### config.mk
export PLATFORM = sky130hd
export DESIGN_NAME = pump_valve_irrigation_controller_top
export DESIGN_NICKNAME = d
export VERILOG_FILES = /design/src/sv/pvic_pkg.sv /design/src/sv/pvic_cfg_regs.sv /design/src/sv/pvic_core.sv /design/src/sv/pump_valve_irrigation_controller_top.sv
export SDC_FILE = /design/constraint.sdc
export NUM_CORES = 1
export LEC_CHECK = 0
export BUFFER_PORTS_ARGS = -buffer_cell sky130_fd_sc_hd__clkbuf_2
export CORE_MARGIN = 2
export CORE_UTILIZATION = 25
export DETAILED_ROUTE_END_ITERATION = 12
export SLEW_MARGIN = 10
export SYNTH_ARGS = -nofsm -noshare
export SYNTH_HDL_FRONTEND = slang
export SYNTH_SLANG_ARGS = --single-unit
### constraint.sdc
create_clock -name clk_i -period 8.29 [get_ports clk_i]
set_input_delay 0.4145 -clock clk_i [delete_from_list [all_inputs] [get_ports clk_i]]
set_output_delay 0.4145 -clock clk_i [all_outputs]
set_load 0.1 [all_outputs]
### src/sv/pvic_pkg.sv
// Shared types and constants for the pump and valve irrigation controller.
package pvic_pkg;

  // Fixed field widths
  localparam int unsigned MoistW  = 7;
  localparam int unsigned HourW   = 5;
  localparam int unsigned TickW   = 32;
  localparam int unsigned CfgIdxW = 3;
  localparam int unsigned CfgDataW = 32;
  localparam int unsigned InDataW  = 48;
  localparam int unsigned OutDataW = 16;

  // Request kinds carried on the input tuser
  typedef enum logic [1:0] {
    ReqSample = 2'd0,
    ReqPump   = 2'd1,
    ReqValve  = 2'd2
  } req_type_e;

  // Configuration register indexes
  typedef enum logic [CfgIdxW-1:0] {
    CfgMoistureThreshold = 3'd0,
    CfgStartHour         = 3'd1,
    CfgEndHour           = 3'd2,
    CfgDryStopTicks      = 3'd3,
    CfgMaxRunTicks       = 3'd4,
    CfgValveDelayTicks   = 3'd5,
    CfgDebounceTicks     = 3'd6
  } cfg_idx_e;

  // Register reset values
  localparam logic [MoistW-1:0] MoistThreshRst = 7'd30;
  localparam logic [HourW-1:0]  StartHourRst   = 5'd6;
  localparam logic [HourW-1:0]  EndHourRst     = 5'd20;
  localparam logic [TickW-1:0]  DryStopRst     = 32'd10000;
  localparam logic [TickW-1:0]  MaxRunRst      = 32'd600000;
  localparam logic [TickW-1:0]  ValveDelayRst  = 32'd30000;
  localparam logic [TickW-1:0]  DebounceRst    = 32'd2000;

  typedef struct packed {
    logic [MoistW-1:0] moisture_threshold;
    logic [HourW-1:0]  hour_first;
    logic [HourW-1:0]  hour_stop;
    logic [TickW-1:0]  dry_stop_ticks;
    logic [TickW-1:0]  max_run_ticks;
    logic [TickW-1:0]  valve_delay_ticks;
    logic [TickW-1:0]  debounce_ticks;
  } cfg_t;

  typedef struct packed {
    logic [1:0]        req_type;
    logic              manual_on;
    logic [TickW-1:0]  stamp_tick;
    logic [HourW-1:0]  hour;
    logic              level_upper;
    logic              level_supply;
    logic [MoistW-1:0] moisture;
  } item_t;

  typedef struct packed {
    logic pump_on;
    logic valve_on;
    logic pump_started;
    logic stop_dry;
    logic stop_timeout;
    logic valve_opened;
    logic valve_closed;
    logic level_changed;
    logic stable_upper;
    logic stable_supply;
  } result_t;

endpackage

### src/sv/pvic_cfg_regs.sv
// Configuration register file of the irrigation controller.
module pvic_cfg_regs (
  input  logic                                 clk_i,
  input  logic                                 rst_ni,
  input  logic                                 cfg_valid_i,
  output logic                                 cfg_ready_o,
  input  logic [pvic_pkg::CfgIdxW-1:0]         cfg_addr_i,
  input  logic [pvic_pkg::CfgDataW-1:0]        cfg_data_i,
  output pvic_pkg::cfg_t                       cfg_o
);

  pvic_pkg::cfg_t cfg_q, cfg_d;

  assign cfg_ready_o = 1'b1;
  assign cfg_o       = cfg_q;

  // Decode the write beat; unknown indexes drop
  always_comb begin
    cfg_d = cfg_q;
    if (cfg_valid_i) begin
      unique case (pvic_pkg::cfg_idx_e'(cfg_addr_i))
        pvic_pkg::CfgMoistureThreshold:
          cfg_d.moisture_threshold = cfg_data_i[pvic_pkg::MoistW-1:0];
        pvic_pkg::CfgStartHour:       cfg_d.hour_first = cfg_data_i[pvic_pkg::HourW-1:0];
        pvic_pkg::CfgEndHour:         cfg_d.hour_stop = cfg_data_i[pvic_pkg::HourW-1:0];
        pvic_pkg::CfgDryStopTicks:    cfg_d.dry_stop_ticks = cfg_data_i;
        pvic_pkg::CfgMaxRunTicks:     cfg_d.max_run_ticks = cfg_data_i;
        pvic_pkg::CfgValveDelayTicks: cfg_d.valve_delay_ticks = cfg_data_i;
        pvic_pkg::CfgDebounceTicks:   cfg_d.debounce_ticks = cfg_data_i;
        default: ;
      endcase
    end
  end

  always_ff @(posedge clk_i or negedge rst_ni) begin
    if (!rst_ni) begin
      cfg_q.moisture_threshold <= pvic_pkg::MoistThreshRst;
      cfg_q.hour_first         <= pvic_pkg::StartHourRst;
      cfg_q.hour_stop          <= pvic_pkg::EndHourRst;
      cfg_q.dry_stop_ticks     <= pvic_pkg::DryStopRst;
      cfg_q.max_run_ticks      <= pvic_pkg::MaxRunRst;
      cfg_q.valve_delay_ticks  <= pvic_pkg::ValveDelayRst;
      cfg_q.debounce_ticks     <= pvic_pkg::DebounceRst;
    end else begin
      cfg_q <= cfg_d;
    end
  end

endmodule

### src/sv/pvic_core.sv
// Controller state and the combinational update for one sample or command.
module pvic_core #(
  parameter int unsigned TIME_WIDTH = 32
) (
  input  logic              clk_i,
  input  logic              rst_ni,
  input  logic              fire_i,
  input  pvic_pkg::item_t   item_i,
  input  pvic_pkg::cfg_t    cfg_i,
  output pvic_pkg::result_t result_o
);

  localparam int unsigned CmpW = (TIME_WIDTH > pvic_pkg::TickW) ? TIME_WIDTH : pvic_pkg::TickW;

  logic pump_q, pump_d, valve_q, valve_d, armed_q, armed_d;
  logic dry_pend_q, dry_pend_d, lvl_pend_q, lvl_pend_d;
  logic held_up_q, held_up_d, held_sup_q, held_sup_d, loaded_q, loaded_d;
  logic [TIME_WIDTH-1:0] start_q, start_d, stop_q, stop_d;
  logic [TIME_WIDTH-1:0] dry_since_q, dry_since_d, lvl_since_q, lvl_since_d;
  logic [TIME_WIDTH-1:0] now;
  logic started, sdry, stout, vopen, vclose, lchg;

  // Wrapped elapsed time reached a 32-bit threshold
  function automatic logic elapsed_ge(input logic [TIME_WIDTH-1:0] a,
                                      input logic [TIME_WIDTH-1:0] b,
                                      input logic [pvic_pkg::TickW-1:0] thr);
    logic [TIME_WIDTH-1:0] diff;
    logic [CmpW-1:0]       lhs;
    logic [CmpW-1:0]       rhs;
    diff = TIME_WIDTH'(a - b);
    lhs  = CmpW'(diff);
    rhs  = CmpW'(thr);
    return lhs >= rhs;
  endfunction

  assign now = TIME_WIDTH'(item_i.stamp_tick);

  // Next state for the item in the input register
  always_comb begin
    pump_d      = pump_q;
    valve_d     = valve_q;
    armed_d     = armed_q;
    dry_pend_d  = dry_pend_q;
    lvl_pend_d  = lvl_pend_q;
    held_up_d   = held_up_q;
    held_sup_d  = held_sup_q;
    loaded_d    = loaded_q;
    start_d     = start_q;
    stop_d      = stop_q;
    dry_since_d = dry_since_q;
    lvl_since_d = lvl_since_q;
    started = 1'b0;
    sdry    = 1'b0;
    stout   = 1'b0;
    vopen   = 1'b0;
    vclose  = 1'b0;
    lchg    = 1'b0;
    unique case (pvic_pkg::req_type_e'(item_i.req_type))
      pvic_pkg::ReqPump: begin
        pump_d = item_i.manual_on;
        if (item_i.manual_on) begin
          start_d = now;
        end else begin
          stop_d  = now;
          armed_d = 1'b1;
        end
      end
      pvic_pkg::ReqValve: begin
        valve_d = item_i.manual_on;
      end
      pvic_pkg::ReqSample: begin
        // Load levels on the first sample, then debounce
        if (!loaded_q) begin
          held_up_d  = item_i.level_upper;
          held_sup_d = item_i.level_supply;
          loaded_d   = 1'b1;
        end
        if (item_i.level_upper != held_up_d || item_i.level_supply != held_sup_d) begin
          if (!lvl_pend_q) begin
            lvl_pend_d  = 1'b1;
            lvl_since_d = now;
          end
          if (elapsed_ge(now, lvl_since_d, cfg_i.debounce_ticks)) begin
            held_up_d  = item_i.level_upper;
            held_sup_d = item_i.level_supply;
            lvl_pend_d = 1'b0;
            lchg       = 1'b1;
          end
        end else begin
          lvl_pend_d = 1'b0;
        end

        // Pump start inside the window, or dry and timeout stops
        if (!pump_q) begin
          if (item_i.hour >= cfg_i.hour_first && item_i.hour < cfg_i.hour_stop &&
              item_i.level_supply && item_i.moisture < cfg_i.moisture_threshold) begin
            pump_d  = 1'b1;
            start_d = now;
            started = 1'b1;
          end
        end else begin
          if (!item_i.level_supply) begin
            if (!dry_pend_q) begin
              dry_pend_d  = 1'b1;
              dry_since_d = now;
            end
            if (elapsed_ge(now, dry_since_d, cfg_i.dry_stop_ticks)) begin
              pump_d     = 1'b0;
              stop_d     = now;
              armed_d    = 1'b1;
              dry_pend_d = 1'b0;
              sdry       = 1'b1;
            end
          end else begin
            dry_pend_d = 1'b0;
          end
          if (elapsed_ge(now, start_q, cfg_i.max_run_ticks)) begin
            pump_d  = 1'b0;
            stop_d  = now;
            armed_d = 1'b1;
            stout   = 1'b1;
          end
        end

        // Valve open after the stop delay, close at upper level
        if (!pump_d && armed_d && !valve_q && !item_i.level_upper &&
            elapsed_ge(now, stop_d, cfg_i.valve_delay_ticks)) begin
          valve_d = 1'b1;
          vopen   = 1'b1;
        end
        if (valve_d && item_i.level_upper) begin
          valve_d = 1'b0;
          armed_d = 1'b0;
          vclose  = 1'b1;
        end
        if (armed_d && valve_d) begin
          armed_d = 1'b0;
        end
      end
      default: ;
    endcase
  end

  always_comb begin
    result_o.pump_on       = pump_d;
    result_o.valve_on      = valve_d;
    result_o.pump_started  = started;
    result_o.stop_dry      = sdry;
    result_o.stop_timeout  = stout;
    result_o.valve_opened  = vopen;
    result_o.valve_closed  = vclose;
    result_o.level_changed = lchg;
    result_o.stable_upper  = held_up_d;
    result_o.stable_supply = held_sup_d;
  end

  // Commit state when the item moves to the result register
  always_ff @(posedge clk_i or negedge rst_ni) begin
    if (!rst_ni) begin
      pump_q      <= 1'b0;
      valve_q     <= 1'b0;
      armed_q     <= 1'b0;
      dry_pend_q  <= 1'b0;
      lvl_pend_q  <= 1'b0;
      held_up_q   <= 1'b0;
      held_sup_q  <= 1'b0;
      loaded_q    <= 1'b0;
      start_q     <= '0;
      stop_q      <= '0;
      dry_since_q <= '0;
      lvl_since_q <= '0;
    end else if (fire_i) begin
      pump_q      <= pump_d;
      valve_q     <= valve_d;
      armed_q     <= armed_d;
      dry_pend_q  <= dry_pend_d;
      lvl_pend_q  <= lvl_pend_d;
      held_up_q   <= held_up_d;
      held_sup_q  <= held_sup_d;
      loaded_q    <= loaded_d;
      start_q     <= start_d;
      stop_q      <= stop_d;
      dry_since_q <= dry_since_d;
      lvl_since_q <= lvl_since_d;
    end
  end

endmodule

### src/sv/pump_valve_irrigation_controller_top.sv
// Top level of the pump and valve irrigation controller with stream ports.
// The block takes one sensor sample or manual command per clock cycle while
// the output side keeps up, and returns one result beat for each after it
// has passed through the input register and then the result register.
// The controller state (pump, valve, debounce and delay marks) is read and
// rewritten as an item moves from the input register to the result
// register, and that update sets the rate of one item per cycle. Time
// stamps wrap modulo 2^TIME_WIDTH.
// Configuration writes always complete in the cycle they are offered and are
// meant to happen only while no item is in flight.
module pump_valve_irrigation_controller_top #(
  parameter int unsigned TIME_WIDTH = 32
) (
  input  logic                           clk_i,
  input  logic                           rst_ni,
  // Input beat
  input  logic                           s_axis_tvalid_i,
  output logic                           s_axis_tready_o,
  // [0] manual_on, [32:1] time stamp, [37:33] hour, [38] level_upper,
  // [39] level_supply, [46:40] moisture, [47] zero
  input  logic [pvic_pkg::InDataW-1:0]   s_axis_tdata_i,
  // [1:0] req_type
  input  logic [1:0]                     s_axis_tuser_i,
  // Result beat
  output logic                           m_axis_tvalid_o,
  input  logic                           m_axis_tready_i,
  // [0] pump_on, [1] valve_on, [2] pump_started, [3] stop_dry,
  // [4] stop_timeout, [5] valve_opened, [6] valve_closed, [7] level_changed,
  // [8] stable_upper, [9] stable_supply, [15:10] zero
  output logic [pvic_pkg::OutDataW-1:0]  m_axis_tdata_o,
  // Configuration write
  input  logic                           cfg_valid_i,
  output logic                           cfg_ready_o,
  input  logic [pvic_pkg::CfgIdxW-1:0]   cfg_addr_i,
  input  logic [pvic_pkg::CfgDataW-1:0]  cfg_data_i
);

  pvic_pkg::cfg_t    cfg;
  pvic_pkg::item_t   in_item_q, in_item_d;
  pvic_pkg::result_t result;
  logic              in_valid_q, out_valid_q;
  logic              fire, out_free;
  logic [pvic_pkg::OutDataW-1:0] out_data_q, out_data_d;

  pvic_cfg_regs u_cfg (
    .clk_i       (clk_i),
    .rst_ni      (rst_ni),
    .cfg_valid_i (cfg_valid_i),
    .cfg_ready_o (cfg_ready_o),
    .cfg_addr_i  (cfg_addr_i),
    .cfg_data_i  (cfg_data_i),
    .cfg_o       (cfg)
  );

  // Advance when the result register is empty or being drained
  assign out_free        = !out_valid_q || m_axis_tready_i;
  assign fire            = in_valid_q && out_free;
  assign s_axis_tready_o = !in_valid_q || fire;

  // Unpack the input beat
  always_comb begin
    in_item_d.req_type     = s_axis_tuser_i;
    in_item_d.manual_on    = s_axis_tdata_i[0];
    in_item_d.stamp_tick   = s_axis_tdata_i[32:1];
    in_item_d.hour         = s_axis_tdata_i[37:33];
    in_item_d.level_upper  = s_axis_tdata_i[38];
    in_item_d.level_supply = s_axis_tdata_i[39];
    in_item_d.moisture     = s_axis_tdata_i[46:40];
  end

  always_ff @(posedge clk_i or negedge rst_ni) begin
    if (!rst_ni) begin
      in_valid_q <= 1'b0;
    end else if (s_axis_tready_o) begin
      in_valid_q <= s_axis_tvalid_i;
    end
  end

  always_ff @(posedge clk_i) begin
    if (s_axis_tvalid_i && s_axis_tready_o) begin
      in_item_q <= in_item_d;
    end
  end

  pvic_core #(
    .TIME_WIDTH (TIME_WIDTH)
  ) u_core (
    .clk_i    (clk_i),
    .rst_ni   (rst_ni),
    .fire_i   (fire),
    .item_i   (in_item_q),
    .cfg_i    (cfg),
    .result_o (result)
  );

  // Pack the result beat
  always_comb begin
    out_data_d        = '0;
    out_data_d[0]     = result.pump_on;
    out_data_d[1]     = result.valve_on;
    out_data_d[2]     = result.pump_started;
    out_data_d[3]     = result.stop_dry;
    out_data_d[4]     = result.stop_timeout;
    out_data_d[5]     = result.valve_opened;
    out_data_d[6]     = result.valve_closed;
    out_data_d[7]     = result.level_changed;
    out_data_d[8]     = result.stable_upper;
    out_data_d[9]     = result.stable_supply;
  end

  always_ff @(posedge clk_i or negedge rst_ni) begin
    if (!rst_ni) begin
      out_valid_q <= 1'b0;
    end else if (out_free) begin
      out_valid_q <= fire;
    end
  end

  always_ff @(posedge clk_i) begin
    if (fire) begin
      out_data_q <= out_data_d;
    end
  end

  assign m_axis_tvalid_o = out_valid_q;
  assign m_axis_tdata_o  = out_data_q;

endmodule

==> results of run 1 <==
final cells by class:
cell class,count,area (sq um),share of cell area [%]
Inverter,213,800,2.69
Timing Repair Buffer,444,3240,10.9
Sequential cell,342,8900,30.0
Clock inverter,18,270,0.910
Clock buffer,58,1210,4.09
Multi-Input combinational cell,1677,13700,46.2
Tap cell,1243,1560,5.24
worst max-delay path by stage:
stage                                                 end  slack, ps
final                         m_axis_tdata_o[1]$_DFFE_PP_       -610
after detailed placement  m_axis_tdata_o[5]$_SDFFCE_PN0P_       -990
after floorplan               m_axis_tdata_o[1]$_DFFE_PP_        -30
after global routing          m_axis_tdata_o[1]$_DFFE_PP_      -1050
after global placement        m_axis_tdata_o[1]$_DFFE_PP_       -870
after CTS                     m_axis_tdata_o[1]$_DFFE_PP_       -450
worst max-delay path: cells and delay by family (launching register included):
kind	cells	cell delay [ps]
buffers and inverters	5	660
adders and majority gates	5	1470
AOI/OAI and AO/OA	25	4490
muxes	1	170
xor gates and xnor gates	2	170
DFF	1	500
and+or+nand+nor	6	1320
stage by stage:
| stage | setup TNS (ps) | area (sq um) | worst slack, ps | hold slack [ps] |
|---|---|---|---|---|
| 6_report | -2330 | 29700 | -612 | 30.1 |
| 5_1_grt | -4100 | 29700 | -1050 | 3.23 |
| 4_1_cts | -1660 | 29600 | -445 | 2.81 |
| 3_5_place_dp | -3870 | 27300 | -988 | 472 |
| 3_3_place_gp | -3320 | 27300 | -874 | 463 |
| 2_1_floorplan | -29.6 | 23400 | -29.6 | 119 |
power groups by stage:
stage	Clock (uW)	Sequential [uW]	Combinational [uW]
final	2000	2470	6720
after detailed placement	0	2490	6300
after floorplan	0	2460	4100
after CTS	2050	2470	6650
after global routing	2110	2530	7480
after global placement	0	2470	6230
flip-flops by register name, summed over array words and instances (netlist names):
name and cells:
u_core.dry_since_q 32, u_core.dry_pend_q 1, in_item_q 49, u_core.lvl_since_q 32
u_cfg.cfg_o 145, u_core.armed_q 1, u_core.loaded_q 1, m_axis_tvalid_o 1
u_core.pump_q 1, u_core.lvl_pend_q 1, m_axis_tdata_o 10, in_valid_q 1
u_core.valve_q 1, u_core.held_up_q 1, u_core.start_q 32, u_core.stop_q 32
u_core.held_sup_q 1
cells by family after synthesis:
| logic type | count (synthesis) |
|---|---|
| DFF | 342 |
| adders and majority gates | 273 |
| xor gates and xnor gates | 111 |
| buffers and inverters | 280 |
| and+or+nand+nor | 446 |
| other | 2 |
| AOI/OAI and AO/OA | 577 |
| muxes | 263 |
synth_stat cells, types with 5 or more instances:
master / n
mux2_4: 29
o21a_1: 23
nand4_1: 24
o31a_1: 5
a311o_1: 6
a211oi_1: 16
o31ai_1: 5
buf_1: 6
o21bai_1: 18
or3_1: 8
a2111oi_0: 9
nand2_1: 143
mux2_2: 143
o21ai_0: 146
and2_1: 8
nor2_1: 108
o2111ai_1: 6
inv_1: 213
dfrtp_1: 249
a31oi_1: 13
nor4_1: 5
a21o_1: 86
xnor2_1: 71
buf_4: 7
o311ai_0: 7
edfxtp_1: 59
nor2b_1: 15
o41ai_1: 5
a221oi_1: 6
o211ai_1: 9
dfstp_2: 34
and3_1: 18
clkbuf_1: 47
nor3_1: 31
nand2b_1: 27
ha_1: 269
xor2_1: 40
mux2i_1: 91
nand3_1: 31
a21oi_1: 170
routing by layer:
layer | routed length [microns] | part of all wire, % | track usage, % | up-vias
met5 | 11 | 0.016 | 0 | -
met4 | 1650 | 2.3 | 3.74 | 2
met3 | 2750 | 3.9 | 2.16 | 83
met2 | 32500 | 46 | 24.2 | 269
met1 | 33100 | 47 | 20.1 | 9036
li1 | - | - | - | 9127
repair_timing:
action,4_1_cts,5_1_grt
hold buffers,23,0
endpoints found under the hold margin,101,0
pin swaps,57,13
setup endpoints to repair,4,4
cloned,1,0
resized for setup,74,16
setup buffers,17,12
==> run_results.csv, run 1 <==
group,metric,value,unit
floorplanning,pin_count,109,
sta,final_min_period_over_clock_period,107,%
critical_path,worst_path_slowest_cell,"or4_4",
power_and_ir_drop,leakage,0.0138,uW
synthesis,yosysTopAreaCell,"dfrtp_1",
critical_path,critical_path_peak_fanout,8,
floorplanning,die_h,309,microns
global_routing,global_route.usage.total,14.7,%
floorplanning,placementRows,111,
synthesis,ys_ff_latch,342,
route,finalWirelength,70.0,mm
global_routing,first_global_vias,18300,
synthesis,synth.area.top_cells,"dfrtp_1 27%, ha_1 14%, edfxtp_1 7.6%, mux2_2 6.9%, mux2i_1 3.9%",
final_layout,fillers,9414,
route,via_per_inst,4.64,
synthesis,postSynthCellCount,2294,
synthesis,main_combinational_cell_family_by_area_after_synthesis,"compound AO/OA/AOI/OAI gates",
synthesis,synthesis.yosys.warnings,0,
synthesis,post_synth_xor_area_fraction,4.19,%
global_routing,grt_antenna_before_repair,3,
placed_design,place_hpwl,52.7,mm
final_layout,layout_common_cells,"312 x buf_4, 262 x ha_1, 247 x dfrtp_1",
synthesis,post_synth_mux_area_share,12.7,%
floorplanning,die_area,95300,sq um
clocking,cts-htree-levels,2,
global_routing,wire_length_of_the_first_global_routing_pass,108,mm
clocking,clock_latency,580,ps
route,wl_per_cell,17.5,microns
critical_path,critPathMaxStageDelay,640,ps
power_and_ir_drop,p_switching,4460,uW
power_and_ir_drop,p_int,6730,uW
floorplanning,initial_core_util,25.3,%
critical_path,critical_path.reg2reg.startpoint,"u_core.dry_pend_q$_DFFE_PN0P_",
critical_path,critical_path.endpoint_type,"flip-flop",
power_and_ir_drop,sequential_fraction_of_design_power,22.1,%
route,drc,0,
power_and_ir_drop,irDropWorstVdd,0.000165,V
clocking,cts_inserted_buffers,41,
placed_design,placed_cells_incl_taps,3869,
status,failed_checks,"setup timing",
synthesis,number_of_enable_type_register_cells_in_the_synthesized_netlist,59,
final_layout,mostFrequentLayoutCell,"buf_4",
final_layout,finish.net_count,3082,
synthesis,synth_area_in_compound_gates,15.9,%
route,antenna_violating_nets_post_route,0,
clocking,cts_root_buf,"clkbuf_16",
route,drt_initial_violations,1035,
status,status,"finished with violations",
critical_path,startpoint_type,"flip-flop",
synthesis,post_synth.cell_area_avg,10.1,sq um
clocking,clkSinkCount,342,
floorplanning,chipWidth,309,microns
floorplanning,floorplan_core_area,91800,sq um
power_and_ir_drop,power.density,377,nW/um^2
synthesis,synth_ff_type,"dfrtp_1",
worst_hold_path,min_path_type,"in2reg",
sta,report.final.hold_viol_count,0,
synthesis,mappedNetlistArea,23200,sq um
sta,slew_viol_final,0,
critical_path,path_class,"reg2reg",
route,firstDrtPassIters,5,
sta,final_critical_path_setup_slack,-612,ps
global_routing,grt_start_max_net_pins,98,
sta,relSlewSlack,25.1,%
sta,min_period,8900,ps
placed_design,routability_cong,0.883,
worst_hold_path,hold_end,"in_item_q[13]$_DFFE_PP_",
clocking,tritoncts,"built",
critical_path,critical_path_required,8740,ps
synthesis,async_reset_ff_share,82.7,%
final_layout,num_antenna_cells,0,
synthesis,fraction_of_the_mapped_netlist_area_in_adder_cells,14.8,%
global_routing,overflow,0,
worst_hold_path,cells_on_worst_hold_path,1,
power_and_ir_drop,power.share.combinational,60.1,%
synthesis,synth-simple-area-share,9.26,%
critical_path,crit_start,"u_core.dry_pend_q$_DFFE_PN0P_",
worst_hold_path,launch_instance_of_the_worst_min_delay_path,"s_axis_tdata_i[37]",
final_layout,layout-area-overhead-vs-synth,28.0,%
sta,worst_slew_pin_slew,1120,ps
power_and_ir_drop,power.total,11200,uW
critical_path,reg2reg_slack,-610,ps
clocking,cts.reportedPaths.clkPinSlew,60,ps
sta,rsz_0062_raised_after_global_routing,"yes",
flow_run,max_cap_viol_count,0,
synthesis,netlist.area_leader.share,26.8,%
critical_path,crit_arrival,9350,ps
sta,clock-skew-final,14.4,ps
placed_design,place.port_buffers,100,
critical_path,r2r.worst_path.cells,44,
clocking,clk_path_buf_depth,3,
final_layout,fin_cells,3995,
final_layout,drive_gt1_share,28.5,%
power_and_ir_drop,netSwitchingFraction,39.8,%
critical_path,path_common_cell,"a21oi_2",
power_and_ir_drop,clkPwrFrac,17.8,%
route,dr_total_vias,18500,
sta,maxClockFrequency,0.112,GHz
critical_path,r2r-end,"m_axis_tdata_o[1]$_DFFE_PP_",
synthesis,synth.lib_cells_used.distinct,79,
final_layout,finalCoreUtilization,32.4,%
synthesis,synth-seq-area-share,38.3,%
sta,finalSetupViolCount,4,
(Power assumes the default switching activity.)
==> run 2: changes to the inputs <==
PLACE_DENSITY = 0.5   (was not set)
==> run 2 against run 1 <==
The flow still finishes with violations (setup timing). Via count is 1.2% lower. Largest cell class unchanged. Die area unchanged. First-iteration DRC count shrank 14%. Critical path depth increased by 1. Highest routed layer unchanged. Sequential power about the same.
==> run_results.csv, run 2 (same netlist as run 1, synthesis figures left out) <==
group,metric,value,unit
critical_path,crit_arrival,9230,ps
critical_path,critPathMaxStageDelay,580,ps
final_layout,largest_register_ffs,145,
global_routing,grt_antenna_before_repair,6,
clocking,clock_latency,580,ps
route,drc,0,
final_layout,finalInstanceArea,29700,sq um
sta,clock-skew-final,27.1,ps
route,antenna_violating_nets_post_route,0,
power_and_ir_drop,power.share.combinational,60.8,%
final_layout,layout-area-overhead-vs-synth,28.1,%
final_layout,drive_gt1_share,28.9,%
floorplanning,floorplan_core_area,91800,sq um
clocking,cts_inserted_buffers,43,
worst_hold_path,min_path_type,"in2reg",
power_and_ir_drop,sequential_fraction_of_design_power,22.3,%
power_and_ir_drop,irDropWorstVdd,0.000150,V
route,dr_total_vias,18300,
sta,timing.setup.tns,-2400,ps
sta,final_min_period_over_clock_period,108,%
floorplanning,initial_core_util,25.3,%
final_layout,fin_cells,4013,
sta,relSlewSlack,25.8,%
route,drt_initial_violations,886,
power_and_ir_drop,p_int,6630,uW
route,finalWirelength,71.1,mm
placed_design,place_hpwl,55.1,mm
final_layout,sequential_area,8900,sq um
floorplanning,die_h,309,microns
final_layout,layout_common_cells,"322 x buf_4, 265 x ha_1, 247 x dfrtp_1",
sta,slew_viol_final,0,
status,status,"finished with violations",
power_and_ir_drop,p_switching,4480,uW
critical_path,startpoint_type,"flip-flop",
sta,worst_slew_pin_slew,1110,ps
sta,maxClockFrequency,0.112,GHz
power_and_ir_drop,power.total,11100,uW
flow_run,max_cap_viol_count,0,
sta,report.final.hold_viol_count,0,
clocking,cts.reportedPaths.clkPinSlew,60,ps
final_layout,mostFrequentLayoutCell,"buf_4",
placed_design,placed_cells_incl_taps,3891,
final_layout,fillers,9560,
global_routing,wire_length_of_the_first_global_routing_pass,108,mm
sta,rsz_0062_raised_after_global_routing,"yes",
clocking,tritoncts,"built",
power_and_ir_drop,clkPwrFrac,16.9,%
global_routing,overflow,0,
critical_path,path_common_cell,"buf_4",
critical_path,critical_path_peak_fanout,8,
global_routing,global_route.usage.total,14.9,%
final_layout,multi_input_logic_area,13700,sq um
clocking,cts_root_buf,"clkbuf_16",
route,wl_per_cell,17.7,microns
critical_path,path_class,"reg2reg",
floorplanning,placementRows,111,
sta,min_period,8920,ps
global_routing,grt_start_max_net_pins,133,
sta,final_critical_path_setup_slack,-631,ps
floorplanning,pin_count,109,
placed_design,placedInstanceArea,27500,sq um
placed_design,place.port_buffers,100,
floorplanning,die_area,95300,sq um
power_and_ir_drop,netSwitchingFraction,40.3,%
critical_path,critical_path_required,8600,ps
final_layout,num_antenna_cells,0,
power_and_ir_drop,power.density,373,nW/um^2
clocking,clkSinkCount,342,
power_and_ir_drop,leakage,0.0139,uW
global_routing,first_global_vias,18200,
placed_design,routability_cong,0.872,
floorplanning,chipWidth,309,microns
status,failed_checks,"setup timing",
placed_design,worst_slack_at_placement,-1330,ps
clocking,clk_path_buf_depth,3,
route,firstDrtPassIters,5,
final_layout,finish.net_count,3098,
critical_path,critical_path.endpoint_type,"flip-flop",
route,via_per_inst,4.56,
critical_path,worst_path_slowest_cell,"or4_4",
sta,finalSetupViolCount,4,
clocking,cts-htree-levels,2,
## run 2: changes by cell type in the layout (fill, tap and decap cells not counted), moves of 4 or more
cell,delta
mux2i_2,+7
clkbuf_8,+7
clkinvlp_4,-4
mux2i_1,-8
bufinv_16,-6
clkbuf_1,+5
buf_4,+10
## run 2: area by class of cell
type | count | share of cell area (%)
multi-input combinational | 1677 | 46.2
sequential | 342 | 29.9
timing repair buffer | 458 | 11.3
tap | 1243 | 5.23
clock buffer | 70 | 4.47
inverter | 213 | 2.69
clock inverter | 10 | 0.223
## run 2: layer usage
| metal | track usage (%) | part of all wire, % | up-vias |
|---|---|---|---|
| li1 | - | - | 9147 |
| met1 | 20.5 | 48 | 8781 |
| met2 | 24.3 | 45 | 270 |
| met3 | 2.32 | 3.5 | 82 |
| met4 | 4.13 | 2.5 | 6 |
| met5 | 0 | 0.053 | - |
## run 2: critical path: cells and delay by family, from the launching register on
family / cells / cell delay [ps]
buffers and inverters: 7 / 1220
DFF: 1 / 500
xor gates and xnor gates: 2 / 250
muxes: 2 / 310
AOI/OAI and AO/OA: 22 / 3740
adders and majority gates: 4 / 1150
and+or+nand+nor: 8 / 1460
## run 2: final timing paths
kind / start / to / slack (ps) / depth (start not counted)
worst max-delay path: u_core.dry_pend_q$_DFFE_PN0P_ / m_axis_tdata_o[5]$_SDFFCE_PN0P_ / -630 / 45
worst min-delay path: s_axis_tuser_i[1] / in_item_q[48]$_DFFE_PP_ / 30 / 1
worst max register to register: u_core.dry_pend_q$_DFFE_PN0P_ / m_axis_tdata_o[5]$_SDFFCE_PN0P_ / -630 / 45
worst min register to register: u_core.dry_since_q[22]$_DFFE_PN0P_ / u_core.dry_since_q[22]$_DFFE_PN0P_ / 480 / 2
max in group asynchronous: rst_ni / u_core.lvl_pend_q$_DFFE_PN0P_ / 6330 / 3
min in group asynchronous: rst_ni / u_cfg.cfg_o[68]$_DFFE_PN0P_ / 480 / 2
## run 2: stage by stage
stage | utilization [%] | hold slack (ps)
floorplan | - | 119
global placement | 30.0 | 461
detailed placement | 30.0 | 470
CTS | 32.3 | 1.09
global route | 32.4 | 4.00
finish | 32.4 | 30.1
## run 2: power groups by stage
| stage | sequential (uW) | clock (uW) | combinational [uW] |
|---|---|---|---|
| 2_1_floorplan | 2460 | 0 | 4100 |
| 3_3_place_gp | 2490 | 0 | 6410 |
| 3_5_place_dp | 2500 | 0 | 6420 |
| 4_1_cts | 2480 | 1930 | 6720 |
| 5_1_grt | 2540 | 2000 | 7510 |
| 6_report | 2480 | 1870 | 6750 |
## run 2: timing repair
item,CTS,global route
hold buffers,26,0
pin swaps,37,6
setup endpoints to repair,4,4
gates resized for setup,75,19
cloned,1,0
setup buffers,10,6
endpoints found under the hold margin,89,0
==> run 3: changes to the inputs <==
--- a/config.mk
+++ b/config.mk
@@ -7,3 +7,2 @@
 export LEC_CHECK = 0
-export BUFFER_PORTS_ARGS = -buffer_cell sky130_fd_sc_hd__clkbuf_2
 export CORE_MARGIN = 2
@@ -11,3 +10,4 @@
 export DETAILED_ROUTE_END_ITERATION = 12
-export PLACE_DENSITY = 0.5
+export DONT_BUFFER_PORTS = 1
+export PLACE_DENSITY = 0.49
 export SLEW_MARGIN = 10
--- a/constraint.sdc
+++ b/constraint.sdc
@@ -3,2 +3,2 @@
 set_output_delay 0.4145 -clock clk_i [all_outputs]
-set_load 0.1 [all_outputs]
+set_load 0.05 [all_outputs]
==> run 3 against run 2 <==
The flow still finishes with violations (setup timing). Non-clock buffer count down 21. Via count decreased by 0.65%. Die area unchanged.
==> run_results.csv, run 3 (same netlist as run 1, synthesis figures left out) <==
group,metric,value,unit
route,drc,0,
global_routing,overflow,0,
clocking,tritoncts,"built",
critical_path,path_class,"reg2reg",
global_routing,grt_start_max_net_pins,284,
critical_path,critical_path_sink,"m_axis_tdata_o[1]$_DFFE_PP_",
placed_design,worst_slack_at_placement,-1270,ps
critical_path,critical_path_required,8750,ps
final_layout,fillers,9447,
final_layout,largest_register_ffs,145,
critical_path,critical_path_peak_fanout,7,
critical_path,r2r.worst_path.cells,44,
sta,clock-skew-final,33.1,ps
clocking,cts_root_buf,"clkbuf_16",
route,met3_length,1.92,mm
critical_path,crit_start,"u_core.dry_pend_q$_DFFE_PN0P_",
sta,report.final.hold_viol_count,0,
floorplanning,die_h,309,microns
final_layout,multi_input_logic_area,13700,sq um
route,firstDrtPassIters,4,
placed_design,placedInstanceArea,27100,sq um
route,finalWirelength,72.0,mm
route,drt_initial_violations,996,
worst_hold_path,min_path_type,"in2reg",
sta,slew_viol_final,0,
power_and_ir_drop,leakage,0.0139,uW
final_layout,layout_common_cells,"339 x buf_4, 264 x ha_1, 247 x dfrtp_1",
flow_run,max_cap_viol_count,0,
floorplanning,initial_core_util,25.3,%
status,failed_checks,"setup timing",
final_layout,sequential_area,8900,sq um
clocking,clock_latency,590,ps
floorplanning,floorplan_core_area,91800,sq um
critical_path,startpoint_type,"flip-flop",
clocking,cts-htree-levels,2,
critical_path,reg2reg_slack,-630,ps
critical_path,worst_path_slowest_cell,"or4_4",
final_layout,finalInstanceArea,30100,sq um
critical_path,critPathMaxStageDelay,520,ps
placed_design,routability_cong,0.838,
sta,worst_slew_pin_slew,1010,ps
critical_path,critical_path.reg2reg.startpoint,"u_core.dry_pend_q$_DFFE_PN0P_",
final_layout,drive_gt1_share,26.3,%
floorplanning,chipWidth,309,microns
placed_design,place.port_buffers,0,
power_and_ir_drop,power.density,374,nW/um^2
power_and_ir_drop,irDropWorstVdd,0.000153,V
global_routing,first_global_vias,18000,
floorplanning,pin_count,109,
critical_path,critical_path.endpoint_type,"flip-flop",
clocking,clk_path_buf_depth,3,
floorplanning,die_area,95300,sq um
clocking,cts_inserted_buffers,44,
placed_design,place_hpwl,54.4,mm
final_layout,layout-area-overhead-vs-synth,29.6,%
global_routing,grt_antenna_before_repair,7,
route,antenna_violating_nets_post_route,0,
global_routing,global_route.usage.total,15.2,%
sta,finalSetupViolCount,4,
clocking,clkSinkCount,342,
critical_path,crit_arrival,9370,ps
route,wl_met1,35.0,mm
clocking,cts.reportedPaths.clkPinSlew,60,ps
route,wl_per_cell,18.0,microns
sta,final_min_period_over_clock_period,108,%
critical_path,r2r-end,"m_axis_tdata_o[1]$_DFFE_PP_",
final_layout,mostFrequentLayoutCell,"buf_4",
route,via_per_inst,4.55,
route,met2_wirelength,33.3,mm
sta,relSlewSlack,32.8,%
sta,rsz_0062_raised_after_global_routing,"yes",
floorplanning,placementRows,111,
final_layout,finish.net_count,3078,
route,top_layer,"met5",
sta,maxClockFrequency,0.112,GHz
sta,min_period,8920,ps
global_routing,wire_length_of_the_first_global_routing_pass,111,mm
route,dr_total_vias,18200,
sta,final_critical_path_setup_slack,-627,ps
status,status,"finished with violations",
## run 3: report_power, final
part	internal (uW)	total [uW]	switching, uW
sequential	2200	2500	296
combinational	3350	6720	3370
clock	1230	2050	815
total	6790	11300	4480
## run 3: timing repair
action | 4_1_cts | 5_1_grt
pin swaps | 47 | 17
endpoints found under the hold margin | 479 | 73
setup endpoints to repair | 4 | 4
hold buffers | 84 | 1
gates resized for setup | 61 | 24
setup buffers | 13 | 8
## run 3: stage by stage
stage                     setup TNS (ps)  cells  hold slack, ps  total power (uW)  util (%)
after floorplan                    -29.6   2299             119              6530         -
after global placement             -4270   3806             152              8870      29.6
after detailed placement           -4860   3806             159              8880      29.6
after CTS                          -2230   3984            83.0             11300      32.6
after global routing               -4180   3994             139             12300      32.8
final                              -2360   3994             111             11300      32.8
## run 3: layout make-up
| class | instances | area share (%) |
|---|---|---|
| clock inverter | 24 | 0.939 |
| sequential | 342 | 29.6 |
| inverter | 213 | 2.66 |
| antenna | 1 | 0.00831 |
| timing repair buffer | 437 | 12.0 |
| clock buffer | 57 | 4.19 |
| multi-input combinational | 1677 | 45.4 |
| tap | 1243 | 5.17 |
## run 3: worst min-delay path by stage
stage                        startpoint                            end  slack, ps  cells after the start
after floorplan                  rst_ni         in_valid_q$_DFFE_PN0N_        120                      0
after global placement           rst_ni  u_core.start_q[5]$_DFFE_PN0P_        150                      0
after detailed placement         rst_ni  u_core.start_q[2]$_DFFE_PN0P_        160                      0
after CTS                 cfg_addr_i[2]   u_cfg.cfg_o[135]$_DFFE_PN1P_         80                      3
after global routing      cfg_addr_i[2]   u_cfg.cfg_o[135]$_DFFE_PN1P_        140                      3
final                     cfg_addr_i[2]   u_cfg.cfg_o[135]$_DFFE_PN1P_        110                      3
## run 3: layer usage
layer,vias up,track usage [%]
met1,8753,21.2
li1,9117,-
met2,208,24.8
met5,-,0
met3,84,1.95
met4,6,3.93
## run 3: worst max-delay path, delay by kind of cell (launching register included)
family                   cells  cell delay [ps]
flip-flops                   1              470
multiplexers                 1              180
buffers and inverters        6              830
adder cells (fa/ha/maj)      5             1430
XOR/XNOR                     2              230
AO/OA/AOI/OAI               23             4120
AND/OR/NAND/NOR              7             1510
